--- config.mk ---
export PLATFORM = sky130hd
export DESIGN_NAME = data_url_decoder_unit
export DESIGN_NICKNAME = d
export VERILOG_FILES = /design/src/hw/rtl/dud_pkg.sv /design/src/hw/rtl/dud_front.sv /design/src/hw/rtl/dud_queue.sv /design/src/hw/rtl/dud_back.sv /design/src/hw/rtl/data_url_decoder_unit.sv
export SDC_FILE = /design/constraint.sdc
export NUM_CORES = 1
export LEC_CHECK = 0
export ABC_AREA = 1
export BUFFER_PORTS_ARGS = -buffer_cell sky130_fd_sc_hd__buf_4
export CAP_MARGIN = 15
export CORE_ASPECT_RATIO = 1.75
export CORE_MARGIN = 5
export CORE_UTILIZATION = 50
export CTS_CLUSTER_DIAMETER = 100
export DETAILED_ROUTE_END_ITERATION = 8
export GPL_ROUTABILITY_DRIVEN = 0
export GPL_TIMING_DRIVEN = 0
export PLACE_DENSITY = 0.7
export SETUP_SLACK_MARGIN = 0.1
export SKIP_CTS_REPAIR_TIMING = 1
export SLEW_MARGIN = 20
export SYNTH_ARGS = -nofsm -noshare
export SYNTH_HDL_FRONTEND = slang
export SYNTH_HIERARCHICAL = 1
export SYNTH_SLANG_ARGS = --single-unit
--- constraint.sdc ---
create_clock -name i_clk -period 5 [get_ports i_clk]
set_input_delay 0.25 -clock i_clk [delete_from_list [all_inputs] [get_ports i_clk]]
set_output_delay 0.25 -clock i_clk [all_outputs]
set_load 0.01 [all_outputs]
--- src/hw/rtl/dud_pkg.sv ---
// Shared types, constants and character tables for the data URL decoder.
// No dependencies; every module of the decoder imports this package.
`timescale 1ns / 1ps
`default_nettype none

package dud_pkg;

    // Most results one character can cause: three bytes and the status.
    localparam int DUD_MAX_RES     = 4;
    localparam int DUD_RES_CNT_W   = 3;
    localparam int DUD_QUEUE_DEPTH = 4;

    // Characters with a special meaning.
    localparam logic [7:0] CH_PERCENT = 8'h25;
    localparam logic [7:0] CH_PLUS    = 8'h2B;
    localparam logic [7:0] CH_SPACE   = 8'h20;
    localparam logic [7:0] CH_COMMA   = 8'h2C;
    localparam logic [7:0] CH_EQUAL   = 8'h3D;
    localparam logic [7:0] CH_SLASH   = 8'h2F;
    localparam logic [7:0] CH_LOWER_B = 8'h62;

    // Length of "data:" and "base64".
    localparam logic [2:0] PREFIX_LEN  = 3'd5;
    localparam logic [2:0] KEYWORD_LEN = 3'd6;

    typedef enum logic [1:0] {
        PH_PREFIX = 2'd0,
        PH_META   = 2'd1,
        PH_DATA   = 2'd2,
        PH_REJECT = 2'd3
    } t_phase;

    typedef enum logic [1:0] {
        ST_OK       = 2'd0,
        ST_NOT_DATA = 2'd1,
        ST_BAD_B64  = 2'd2,
        ST_EMPTY    = 2'd3
    } t_status;

    typedef struct packed {
        logic [7:0] in_char;
        logic       is_last;
    } t_in_item;

    typedef struct packed {
        logic [7:0] out_byte;
        logic       byte_valid;
        logic       is_final;
        t_status    status;
    } t_out_item;

    // All results caused by one input transaction, first result in slot zero.
    typedef struct packed {
        t_out_item [DUD_MAX_RES-1:0] res;
        logic [DUD_RES_CNT_W-1:0]    count;
    } t_bundle;

    // Character of "data:" at a given position.
    function automatic logic [7:0] prefix_char(input logic [2:0] idx);
        logic [7:0] ch;
        case (idx)
            3'd0:    ch = 8'h64;
            3'd1:    ch = 8'h61;
            3'd2:    ch = 8'h74;
            3'd3:    ch = 8'h61;
            3'd4:    ch = 8'h3A;
            default: ch = 8'h00;
        endcase
        return ch;
    endfunction

    // Character of "base64" at a given position.
    function automatic logic [7:0] keyword_char(input logic [2:0] idx);
        logic [7:0] ch;
        case (idx)
            3'd0:    ch = 8'h62;
            3'd1:    ch = 8'h61;
            3'd2:    ch = 8'h73;
            3'd3:    ch = 8'h65;
            3'd4:    ch = 8'h36;
            3'd5:    ch = 8'h34;
            default: ch = 8'h00;
        endcase
        return ch;
    endfunction

    // Hex digit value; bit 4 is set when the character is a hex digit.
    function automatic logic [4:0] hex_value(input logic [7:0] c);
        logic [4:0] v;
        v = 5'd0;
        if (c >= 8'h30 && c <= 8'h39) begin
            v = {1'b1, 4'(c - 8'h30)};
        end else if (c >= 8'h61 && c <= 8'h66) begin
            v = {1'b1, 4'(c - 8'h57)};
        end else if (c >= 8'h41 && c <= 8'h46) begin
            v = {1'b1, 4'(c - 8'h37)};
        end
        return v;
    endfunction

    // Base64 alphabet value; bit 6 is set when the character is in the alphabet.
    function automatic logic [6:0] sextet_value(input logic [7:0] c);
        logic [6:0] v;
        v = 7'd0;
        if (c >= 8'h41 && c <= 8'h5A) begin
            v = {1'b1, 6'(c - 8'h41)};
        end else if (c >= 8'h61 && c <= 8'h7A) begin
            v = {1'b1, 6'(c - 8'h47)};
        end else if (c >= 8'h30 && c <= 8'h39) begin
            v = {1'b1, 6'(c + 8'h04)};
        end else if (c == CH_PLUS) begin
            v = {1'b1, 6'd62};
        end else if (c == CH_SLASH) begin
            v = {1'b1, 6'd63};
        end
        return v;
    endfunction

    // White space for base64: space, tab, LF, VT, FF, CR.
    function automatic logic is_space(input logic [7:0] c);
        return (c == CH_SPACE) || (c >= 8'h09 && c <= 8'h0D);
    endfunction

    // Plain character in percent mode: a plus sign stands for a space.
    function automatic logic [7:0] plain_map(input logic [7:0] c);
        return (c == CH_PLUS) ? CH_SPACE : c;
    endfunction

    function automatic t_out_item make_byte(input logic [7:0] b);
        t_out_item r;
        r.out_byte   = b;
        r.byte_valid = 1'b1;
        r.is_final   = 1'b0;
        r.status     = ST_OK;
        return r;
    endfunction

    function automatic t_out_item make_final(input t_status st);
        t_out_item r;
        r.out_byte   = 8'h00;
        r.byte_valid = 1'b0;
        r.is_final   = 1'b1;
        r.status     = st;
        return r;
    endfunction

endpackage

`default_nettype wire

--- src/hw/rtl/dud_front.sv ---
// Front end of the data URL decoder: accepts characters, tracks the URL state
// and builds the bundle of results for each transaction. Depends on dud_pkg.
`timescale 1ns / 1ps
`default_nettype none

module dud_front
    import dud_pkg::*;
(
    input  wire       i_clk,
    input  wire       i_rst_n,
    input  t_in_item  i_item,
    input  wire       i_valid,
    output logic      o_ready,
    input  wire       i_q_ready,
    output logic      o_push,
    output t_bundle   o_bundle
);

    // URL state.
    t_phase             r_phase, n_phase;
    logic [2:0]         r_prefix_matched, n_prefix_matched;
    logic [2:0]         r_keyword_matched, n_keyword_matched;
    logic               r_base64_mode, n_base64_mode;
    logic [11:0]        r_bit_acc, n_bit_acc;
    logic signed [3:0]  r_bit_count, n_bit_count;
    logic [15:0]        r_held_chars, n_held_chars;
    logic [1:0]         r_held_count, n_held_count;
    logic               r_any_output, n_any_output;

    logic               w_accept;
    logic [DUD_RES_CNT_W-1:0] w_cnt;
    t_out_item [DUD_MAX_RES-1:0] w_res;

    assign o_ready  = i_q_ready;
    assign w_accept = i_valid && i_q_ready;

    // Next state and results for the character on the input.
    always_comb begin
        logic [7:0]        c;
        logic [7:0]        second;
        logic [4:0]        hi;
        logic [4:0]        lo;
        logic [6:0]        sx;
        logic [11:0]       acc;
        logic [11:0]       shifted;
        logic signed [3:0] bc;
        t_status           st;

        n_phase           = r_phase;
        n_prefix_matched  = r_prefix_matched;
        n_keyword_matched = r_keyword_matched;
        n_base64_mode     = r_base64_mode;
        n_bit_acc         = r_bit_acc;
        n_bit_count       = r_bit_count;
        n_held_chars      = r_held_chars;
        n_held_count      = r_held_count;
        n_any_output      = r_any_output;
        w_cnt             = '0;
        w_res             = '0;

        c       = i_item.in_char;
        second  = r_held_chars[15:8];
        hi      = hex_value(second);
        lo      = hex_value(c);
        sx      = sextet_value(c);
        acc     = {r_bit_acc[5:0], sx[5:0]};
        bc      = r_bit_count + 4'sd6;
        shifted = acc >> bc[2:0];
        st      = ST_NOT_DATA;

        case (r_phase)
            PH_PREFIX: begin
                if (c == prefix_char(r_prefix_matched)) begin
                    n_prefix_matched = r_prefix_matched + 3'd1;
                    if (n_prefix_matched == PREFIX_LEN) begin
                        n_phase = PH_META;
                    end
                end else begin
                    n_phase = PH_REJECT;
                end
            end
            PH_META: begin
                if (c == CH_COMMA) begin
                    n_phase = PH_DATA;
                end else if (!r_base64_mode) begin
                    if (c == keyword_char(r_keyword_matched)) begin
                        n_keyword_matched = r_keyword_matched + 3'd1;
                    end else begin
                        n_keyword_matched = (c == CH_LOWER_B) ? 3'd1 : 3'd0;
                    end
                    if (n_keyword_matched == KEYWORD_LEN) begin
                        n_base64_mode = 1'b1;
                    end
                end
            end
            PH_DATA: begin
                if (r_base64_mode) begin
                    // Base64: padding and white space are skipped.
                    if (c != CH_EQUAL && !is_space(c)) begin
                        if (!sx[6]) begin
                            n_phase = PH_REJECT;
                        end else begin
                            n_bit_acc   = acc;
                            n_bit_count = bc;
                            if (!bc[3]) begin
                                w_res[w_cnt[1:0]] = make_byte(shifted[7:0]);
                                w_cnt             = w_cnt + 3'd1;
                                n_any_output      = 1'b1;
                                n_bit_count       = bc - 4'sd8;
                            end
                        end
                    end
                end else if (r_held_count == 2'd0) begin
                    // No escape pending.
                    if (c == CH_PERCENT) begin
                        n_held_chars = {8'h00, c};
                        n_held_count = 2'd1;
                    end else begin
                        w_res[w_cnt[1:0]] = make_byte(plain_map(c));
                        w_cnt             = w_cnt + 3'd1;
                        n_any_output      = 1'b1;
                    end
                end else if (r_held_count == 2'd1) begin
                    n_held_chars = {c, r_held_chars[7:0]};
                    n_held_count = 2'd2;
                end else begin
                    // Third character of a possible escape.
                    n_held_chars = 16'h0000;
                    n_held_count = 2'd0;
                    n_any_output = 1'b1;
                    if (hi[4]) begin
                        if (lo[4]) begin
                            w_res[w_cnt[1:0]] = make_byte({hi[3:0], lo[3:0]});
                        end else begin
                            w_res[w_cnt[1:0]] = make_byte({4'h0, hi[3:0]});
                        end
                        w_cnt = w_cnt + 3'd1;
                    end else begin
                        w_res[w_cnt[1:0]] = make_byte(CH_PERCENT);
                        w_cnt             = w_cnt + 3'd1;
                        if (second == CH_PERCENT) begin
                            n_held_chars = {c, CH_PERCENT};
                            n_held_count = 2'd2;
                        end else begin
                            w_res[w_cnt[1:0]] = make_byte(plain_map(second));
                            w_cnt             = w_cnt + 3'd1;
                            if (c == CH_PERCENT) begin
                                n_held_chars = {8'h00, c};
                                n_held_count = 2'd1;
                            end else begin
                                w_res[w_cnt[1:0]] = make_byte(plain_map(c));
                                w_cnt             = w_cnt + 3'd1;
                            end
                        end
                    end
                end
            end
            default: begin
            end
        endcase

        // Last character: flush held characters, close with a status, start over.
        if (i_item.is_last) begin
            if (n_phase == PH_DATA && !n_base64_mode) begin
                if (n_held_count != 2'd0) begin
                    w_res[w_cnt[1:0]] = make_byte(CH_PERCENT);
                    w_cnt             = w_cnt + 3'd1;
                    n_any_output      = 1'b1;
                end
                if (n_held_count == 2'd2) begin
                    w_res[w_cnt[1:0]] = make_byte(plain_map(n_held_chars[15:8]));
                    w_cnt             = w_cnt + 3'd1;
                end
            end
            if (n_phase == PH_DATA) begin
                st = n_any_output ? ST_OK : ST_EMPTY;
            end else if (n_phase == PH_REJECT && n_base64_mode) begin
                st = ST_BAD_B64;
            end
            w_res[w_cnt[1:0]] = make_final(st);
            w_cnt             = w_cnt + 3'd1;

            n_phase           = PH_PREFIX;
            n_prefix_matched  = 3'd0;
            n_keyword_matched = 3'd0;
            n_base64_mode     = 1'b0;
            n_bit_acc         = 12'h000;
            n_bit_count       = -4'sd8;
            n_held_chars      = 16'h0000;
            n_held_count      = 2'd0;
            n_any_output      = 1'b0;
        end
    end

    // Only transactions that cause results enter the queue.
    assign o_push          = w_accept && (w_cnt != '0);
    assign o_bundle.res    = w_res;
    assign o_bundle.count  = w_cnt;

    // State registers.
    always_ff @(posedge i_clk) begin
        if (!i_rst_n) begin
            r_phase           <= PH_PREFIX;
            r_prefix_matched  <= 3'd0;
            r_keyword_matched <= 3'd0;
            r_base64_mode     <= 1'b0;
            r_bit_acc         <= 12'h000;
            r_bit_count       <= -4'sd8;
            r_held_chars      <= 16'h0000;
            r_held_count      <= 2'd0;
            r_any_output      <= 1'b0;
        end else if (w_accept) begin
            r_phase           <= n_phase;
            r_prefix_matched  <= n_prefix_matched;
            r_keyword_matched <= n_keyword_matched;
            r_base64_mode     <= n_base64_mode;
            r_bit_acc         <= n_bit_acc;
            r_bit_count       <= n_bit_count;
            r_held_chars      <= n_held_chars;
            r_held_count      <= n_held_count;
            r_any_output      <= n_any_output;
        end
    end

endmodule

`default_nettype wire

--- src/hw/rtl/dud_queue.sv ---
// Short queue of result bundles between the front and back ends of the
// data URL decoder. Depends on dud_pkg.
`timescale 1ns / 1ps
`default_nettype none

module dud_queue
    import dud_pkg::*;
#(
    parameter int DEPTH = DUD_QUEUE_DEPTH
) (
    input  wire      i_clk,
    input  wire      i_rst_n,
    input  wire      i_push,
    input  t_bundle  i_bundle,
    output logic     o_full,
    output logic     o_empty,
    input  wire      i_pop,
    output t_bundle  o_head
);

    localparam int PTR_W = $clog2(DEPTH);
    localparam int CNT_W = $clog2(DEPTH + 1);
    localparam logic [PTR_W-1:0] LAST_PTR = PTR_W'(DEPTH - 1);
    localparam logic [CNT_W-1:0] FULL_CNT = CNT_W'(DEPTH);

    t_bundle          r_mem [DEPTH];
    logic [PTR_W-1:0] r_wr_ptr, r_rd_ptr;
    logic [CNT_W-1:0] r_count;

    assign o_full  = (r_count == FULL_CNT);
    assign o_empty = (r_count == '0);
    assign o_head  = r_mem[r_rd_ptr];

    // Entry storage.
    always_ff @(posedge i_clk) begin
        if (i_push) begin
            r_mem[r_wr_ptr] <= i_bundle;
        end
    end

    // Pointers and fill count.
    always_ff @(posedge i_clk) begin
        if (!i_rst_n) begin
            r_wr_ptr <= '0;
            r_rd_ptr <= '0;
            r_count  <= '0;
        end else begin
            if (i_push) begin
                r_wr_ptr <= (r_wr_ptr == LAST_PTR) ? '0 : r_wr_ptr + 1'b1;
            end
            if (i_pop) begin
                r_rd_ptr <= (r_rd_ptr == LAST_PTR) ? '0 : r_rd_ptr + 1'b1;
            end
            if (i_push && !i_pop) begin
                r_count <= r_count + 1'b1;
            end else if (i_pop && !i_push) begin
                r_count <= r_count - 1'b1;
            end
        end
    end

endmodule

`default_nettype wire

--- src/hw/rtl/dud_back.sv ---
// Back end of the data URL decoder: takes the bundle at the queue head apart
// and sends its results one per transaction through an output register.
// Depends on dud_pkg.
`timescale 1ns / 1ps
`default_nettype none

module dud_back
    import dud_pkg::*;
(
    input  wire        i_clk,
    input  wire        i_rst_n,
    input  t_bundle    i_head,
    input  wire        i_empty,
    output logic       o_pop,
    output logic       o_valid,
    input  wire        i_ready,
    output t_out_item  o_item
);

    logic                     r_valid;
    t_out_item                r_item;
    logic [1:0]               r_idx;
    logic                     w_load;
    logic                     w_last_slot;
    logic [DUD_RES_CNT_W-1:0] w_next_idx;

    // The output register takes a new result whenever it is empty or drained.
    assign w_load      = !i_empty && (!r_valid || i_ready);
    assign w_next_idx  = {1'b0, r_idx} + 3'd1;
    assign w_last_slot = (w_next_idx == i_head.count);
    assign o_pop       = w_load && w_last_slot;
    assign o_valid     = r_valid;
    assign o_item      = r_item;

    // Slot index within the head bundle and output valid.
    always_ff @(posedge i_clk) begin
        if (!i_rst_n) begin
            r_valid <= 1'b0;
            r_idx   <= 2'd0;
        end else begin
            if (w_load) begin
                r_valid <= 1'b1;
                r_idx   <= w_last_slot ? 2'd0 : w_next_idx[1:0];
            end else if (i_ready) begin
                r_valid <= 1'b0;
            end
        end
    end

    // Output payload.
    always_ff @(posedge i_clk) begin
        if (w_load) begin
            r_item <= i_head.res[r_idx];
        end
    end

endmodule

`default_nettype wire

--- src/hw/rtl/data_url_decoder_unit.sv ---
// Top level of the streaming data URL decoder.
// Instantiates dud_front, dud_queue and dud_back; depends on dud_pkg.
`timescale 1ns / 1ps
`default_nettype none

// The decoder takes a data URL one character per input transaction and
// returns decoded bytes followed by one closing status transaction on the
// character flagged is_last. A character is accepted in the cycle it is
// offered as long as the result queue (QUEUE_DEPTH bundles) has room.
// Results leave through a registered output at one per cycle while the
// receiver is ready; a character causes 0 to 4 results. The first result
// of a character is written into the queue when the character is accepted
// and then loaded into the output register before it is offered.
// Input and output stall independently of each other through the queue.

module data_url_decoder_unit
    import dud_pkg::*;
#(
    parameter int QUEUE_DEPTH = DUD_QUEUE_DEPTH  // 2 or more
) (
    input  wire        i_clk,
    input  wire        i_rst_n,
    input  wire        i_in_valid,
    output logic       o_in_ready,
    input  t_in_item   i_in_item,
    output logic       o_out_valid,
    input  wire        i_out_ready,
    output t_out_item  o_out_item
);

    logic    w_push;
    logic    w_pop;
    logic    w_full;
    logic    w_empty;
    t_bundle w_bundle;
    t_bundle w_head;

    // Character classification and state tracking.
    dud_front u_front (
        .i_clk     (i_clk),
        .i_rst_n   (i_rst_n),
        .i_item    (i_in_item),
        .i_valid   (i_in_valid),
        .o_ready   (o_in_ready),
        .i_q_ready (!w_full),
        .o_push    (w_push),
        .o_bundle  (w_bundle)
    );

    // Result bundles waiting for the output.
    dud_queue #(
        .DEPTH (QUEUE_DEPTH)
    ) u_queue (
        .i_clk    (i_clk),
        .i_rst_n  (i_rst_n),
        .i_push   (w_push),
        .i_bundle (w_bundle),
        .o_full   (w_full),
        .o_empty  (w_empty),
        .i_pop    (w_pop),
        .o_head   (w_head)
    );

    // Serialization of results.
    dud_back u_back (
        .i_clk   (i_clk),
        .i_rst_n (i_rst_n),
        .i_head  (w_head),
        .i_empty (w_empty),
        .o_pop   (w_pop),
        .o_valid (o_out_valid),
        .i_ready (i_out_ready),
        .o_item  (o_out_item)
    );

    // The front end never writes into a full queue.
    a_no_push_when_full: assert property (@(posedge i_clk) disable iff (!i_rst_n)
        !(w_push && w_full))
        else $error("bundle pushed into a full queue");

    // A pushed bundle holds between one and four results.
    a_bundle_count: assert property (@(posedge i_clk) disable iff (!i_rst_n)
        w_push |-> (w_bundle.count != '0 && w_bundle.count <= 3'd4))
        else $error("bundle with an impossible result count");

    // The last character of a URL always yields a closing result.
    a_last_pushes: assert property (@(posedge i_clk) disable iff (!i_rst_n)
        (i_in_valid && o_in_ready && i_in_item.is_last) |-> w_push)
        else $error("last character produced no results");

    // The back end only pops a bundle that is there.
    a_pop_not_empty: assert property (@(posedge i_clk) disable iff (!i_rst_n)
        w_pop |-> !w_empty)
        else $error("pop from an empty queue");

endmodule

`default_nettype wire

==> metrics.txt <==
# TYPE chip_impl_metric gauge
chip_impl_info{name="outcome",value="finished clean"} 1
chip_impl_metric{name="die-height",unit="microns"} 230
chip_impl_metric{name="insertedDiodeCount",unit=""} 0
chip_impl_metric{name="antenna_violations_before_repair",unit=""} 0
chip_impl_metric{name="layout.core_utilization",unit="%"} 57.7
chip_impl_metric{name="first_pass_iters",unit=""} 5
chip_impl_metric{name="drt-wirelength-per-cell",unit="microns"} 19.9
chip_impl_metric{name="cts.sink_count",unit=""} 256
chip_impl_metric{name="ctsLongestPathBuffers",unit=""} 3
chip_impl_metric{name="number_of_enable_flip_flop_cells_after_synthesis",unit=""} 216
chip_impl_metric{name="initial_utilization",unit="%"} 50.8
chip_impl_metric{name="fin_ws",unit="ns"} 0.321
chip_impl_metric{name="via_count",unit=""} 11600
chip_impl_metric{name="grt_pass1_vias",unit=""} 11100
chip_impl_metric{name="netlist_instances",unit=""} 1557
chip_impl_info{name="crit_path_end_kind",value="flip-flop"} 1
chip_impl_info{name="synth_top_cell_by_area",value="sky130_fd_sc_hd__edfxtp_1"} 1
chip_impl_metric{name="finish.instance_area",unit="sq um"} 15800
chip_impl_info{name="synth.top_cells.by_count",value="sky130_fd_sc_hd__nand2_1 (294), sky130_fd_sc_hd__nor2_1 (237), sky130_fd_sc_hd__edfxtp_1 (216), sky130_fd_sc_hd__inv_1 (117), sky130_fd_sc_hd__o21ai_0 (105)"} 1
chip_impl_metric{name="hpwl",unit="mm"} 29.8
chip_impl_metric{name="timing_worst_slew_pin_value",unit="ns"} 0.871
chip_impl_metric{name="instances_no_fill",unit=""} 2032
chip_impl_metric{name="synth_top_cell_area_share",unit="%"} 46.7
chip_impl_info{name="cts_tree",value="yes"} 1
chip_impl_metric{name="totalWireLength",unit="mm"} 40.5
chip_impl_metric{name="global_route_congestion_overflow_total",unit=""} 0
chip_impl_metric{name="post-route-drc-count",unit=""} 0
chip_impl_metric{name="area_growth_from_synthesis_to_layout",unit="%"} 13.6
chip_impl_metric{name="timing.max_cap.violations",unit=""} 0
chip_impl_metric{name="num_rows",unit=""} 80
chip_impl_metric{name="synth.yosys.seq_area_share",unit="%"} 52.5
chip_impl_metric{name="syn_nets",unit=""} 1616
chip_impl_metric{name="pre_cts_ws",unit="ns"} -1.37
chip_impl_info{name="worstSetupStartpointType",value="flip-flop"} 1
chip_impl_metric{name="cellPowerDensity",unit="nW/um^2"} 425
chip_impl_metric{name="design.die.area",unit="sq um"} 31300
chip_impl_metric{name="critical_path.max_fanout",unit=""} 27
chip_impl_metric{name="worst_path_clk_slew",unit="ns"} 0.06
chip_impl_metric{name="hold_violations",unit=""} 0
chip_impl_metric{name="power.static_leakage",unit="nW"} 6.14
chip_impl_metric{name="core_region_area",unit="sq um"} 27300
chip_impl_metric{name="critical_path_required",unit="ns"} 5.26
chip_impl_metric{name="grt_usage",unit="%"} 25.2
chip_impl_info{name="critPathKind",value="flip-flop to flip-flop"} 1
chip_impl_metric{name="share_of_layout_cells_above_drive_strength_1",unit="%"} 15.2
chip_impl_metric{name="final_period_minus_worst_setup_slack",unit="ns"} 4.68
chip_impl_metric{name="maxSlewHeadroom",unit="%"} 41.7
chip_impl_metric{name="num-nets-final",unit=""} 1708
chip_impl_metric{name="place_area",unit="sq um"} 14700
chip_impl_metric{name="cts_inserted_buffers",unit=""} 23
chip_impl_metric{name="number_of_flip_flops_and_latches_in_the_synthesized_netlist",unit=""} 256
chip_impl_metric{name="placed_cells_incl_taps",unit=""} 1957
chip_impl_metric{name="maximum_number_of_pins_on_one_net_before_global_route_repair",unit=""} 30
chip_impl_metric{name="max_clock_freq",unit="GHz"} 0.214
chip_impl_metric{name="place.port_buffers",unit=""} 25
chip_impl_metric{name="register_area",unit="sq um"} 7290
chip_impl_metric{name="report.final.slew_viol_count",unit=""} 0
chip_impl_metric{name="vdd_ir_drop_max",unit="V"} 0.000278
chip_impl_metric{name="synth_warnings",unit=""} 6
chip_impl_metric{name="clock_latency",unit="ns"} 0.54
chip_impl_metric{name="drt_iter0_drc",unit=""} 889
chip_impl_metric{name="cts_h_tree_depth",unit=""} 1
chip_impl_metric{name="asyncSetResetFlopFracSynth",unit="%"} 0
chip_impl_info{name="yosysMostFrequentCell",value="sky130_fd_sc_hd__nand2_1"} 1
chip_impl_metric{name="floorplan.io_pins",unit=""} 27
chip_impl_metric{name="antenna_left",unit=""} 0
chip_impl_metric{name="multi_input_area",unit="sq um"} 5720
chip_impl_info{name="hp-class",value="input port to flip-flop"} 1
chip_impl_metric{name="chip_width",unit="microns"} 136
chip_impl_metric{name="postSynthAreaPerCell",unit="sq um"} 8.91
chip_impl_metric{name="arrival",unit="ns"} 4.94
chip_impl_metric{name="finalClockSkew",unit="ns"} 0.0296
chip_impl_metric{name="fin_crit_sh",unit="%"} 93.6
chip_impl_metric{name="syn-cell-area",unit="sq um"} 13900
chip_impl_info{name="cts.root.buffer_cell",value="sky130_fd_sc_hd__clkbuf_16"} 1
chip_impl_info{name="synth_area_leaders",value="sky130_fd_sc_hd__edfxtp_1 (47%), sky130_fd_sc_hd__nand2_1 (8.0%), sky130_fd_sc_hd__nor2_1 (6.4%)"} 1
chip_impl_metric{name="yosysUniqueCellTypes",unit=""} 57
chip_impl_metric{name="first_pass_grt_wire_length",unit="mm"} 60.6
chip_impl_metric{name="vias_per_cell",unit=""} 5.73
chip_impl_metric{name="num-fill-cells",unit=""} 2324
chip_impl_metric{name="hold-worst-slack",unit="ns"} 0.0215
chip_impl_info{name="rsz0062_at_grt",value="false"} 1
chip_impl_metric{name="setup_viol_count_final",unit=""} 0
chip_impl_info{name="flip_flop_cell_with_the_highest_count_after_synthesis",value="sky130_fd_sc_hd__edfxtp_1"} 1
[stage by stage]
stage | setup TNS (ns) | total power, mW
2_1_floorplan | 0 | 4.17
3_3_place_gp | -347.46 | 4.95
3_5_place_dp | -254.55 | 5.02
4_1_cts | -131.38 | 6.66
5_1_grt | 0 | 7.01
6_report | 0 | 6.71
[critical path: stages, from the launching register on]
cell and delay, ns:
sky130_fd_sc_hd__dfxtp_2 0.39, sky130_fd_sc_hd__inv_2 0.09, sky130_fd_sc_hd__ha_1 0.21, sky130_fd_sc_hd__o21ai_1 0.13, sky130_fd_sc_hd__nand2_1 0.11, sky130_fd_sc_hd__nand2_4 0.11, sky130_fd_sc_hd__nand2_4 0.10, sky130_fd_sc_hd__nor2_1 0.11
sky130_fd_sc_hd__nand2_1 0.11, sky130_fd_sc_hd__nor2_4 0.13, sky130_fd_sc_hd__inv_2 0.11, sky130_fd_sc_hd__ha_1 0.34, sky130_fd_sc_hd__o21ai_4 0.17, sky130_fd_sc_hd__inv_1 0.09, sky130_fd_sc_hd__ha_1 0.28, sky130_fd_sc_hd__o21ai_1 0.06
sky130_fd_sc_hd__nor2_1 0.17, sky130_fd_sc_hd__ha_2 0.30, sky130_fd_sc_hd__a21oi_2 0.24, sky130_fd_sc_hd__nand3_1 0.12, sky130_fd_sc_hd__nor2_2 0.17, sky130_fd_sc_hd__nor2_4 0.09, sky130_fd_sc_hd__nand2_1 0.28, sky130_fd_sc_hd__clkinvlp_4 0.26
sky130_fd_sc_hd__buf_12 0.23
[logic make-up after synthesis]
group | after synthesis | share of synthesized area (%)
AO/OA/AOI/OAI | 340 | 13.7
buffers and inverters | 203 | 7.06
AND/OR/NAND/NOR | 706 | 22.2
flip-flops | 256 | 52.5
adder cells (fa/ha/maj) | 46 | 4.20
XOR/XNOR | 6 | 0.379
[final cells by class]
cell class                      count  share of cell area [%]
Timing Repair inverter              3                   0.127
Sequential cell                   256                    46.2
Clock buffer                       28                    3.77
Buffer                             59                    2.79
Timing Repair Buffer               64                    3.57
Inverter                          144                    3.69
Multi-Input combinational cell   1098                    36.3
Clock inverter                     11                   0.650
Tap cell                          369                    2.93
[cells in the final DEF, fill, tap and decap left out, drive strengths merged, types with 2 or more instances in the layout]
| cell type | instances |
|---|---|
| clkbuf | 46 |
| nand2 | 311 |
| nand3 | 92 |
| xor2 | 5 |
| buf | 105 |
| a211oi | 2 |
| o21a | 2 |
| o211ai | 6 |
| inv | 138 |
| edfxtp | 216 |
| a21oi | 61 |
| nor2 | 257 |
| o22ai | 66 |
| ha | 45 |
| nor3 | 17 |
| a2bb2oi | 2 |
| clkinv | 8 |
| nand4 | 18 |
| dfxtp | 40 |
| a21boi | 3 |
| clkinvlp | 11 |
| o21ai | 194 |
| nand3b | 7 |
[power by group]
| part | switching [mW] | internal (mW) |
|---|---|---|
| sequential | 0.0841 | 2.58 |
| clock | 0.749 | 0.908 |
| combinational | 1.59 | 0.795 |
| total | 2.43 | 4.28 |
[final timing paths]
| kind | start | slack, ns | end | cells after the start |
|---|---|---|---|---|
| max reg2reg | u_front/r_held_chars[8]$_SDFFE_PN0P_ | 0.32 | u_queue/r_mem[2][22]$_DFFE_PP_ | 24 |
| min reg2reg | u_front/r_bit_acc[4]$_SDFFE_PN0P_ | 0.47 | u_front/r_bit_acc[4]$_SDFFE_PN0P_ | 2 |
| max | u_front/r_held_chars[8]$_SDFFE_PN0P_ | 0.32 | u_queue/r_mem[2][22]$_DFFE_PP_ | 24 |
| min | i_rst_n | 0.02 | u_queue/r_count[2]$_SDFFE_PN0P_ | 3 |
[layer usage]
| layer | global-route usage (%) | wire [microns] |
|---|---|---|
| met3 | 2.79 | 2330 |
| met5 | 0 | 0 |
| met4 | 17.2 | 3290 |
| met1 | 26.1 | 13700 |
| met2 | 46.6 | 21200 |
[state kept, by name, indices dropped and copies added (netlist names), 2 cells and up, named ones only]
name,cells
u_queue/r_count,3
u_front/r_bit_count,2
u_front/r_bit_acc,6
u_front/r_prefix_matched,3
u_queue/r_mem,204
u_front/r_held_count,2
u_queue/r_wr_ptr,2
u_queue/r_rd_ptr,2
u_back/r_idx,2
u_back/o_item,12
u_front/r_held_chars,8
u_front/r_keyword_matched,3
u_front/r_phase,2
No activity file was read; power rests on OpenSTA's default activity.
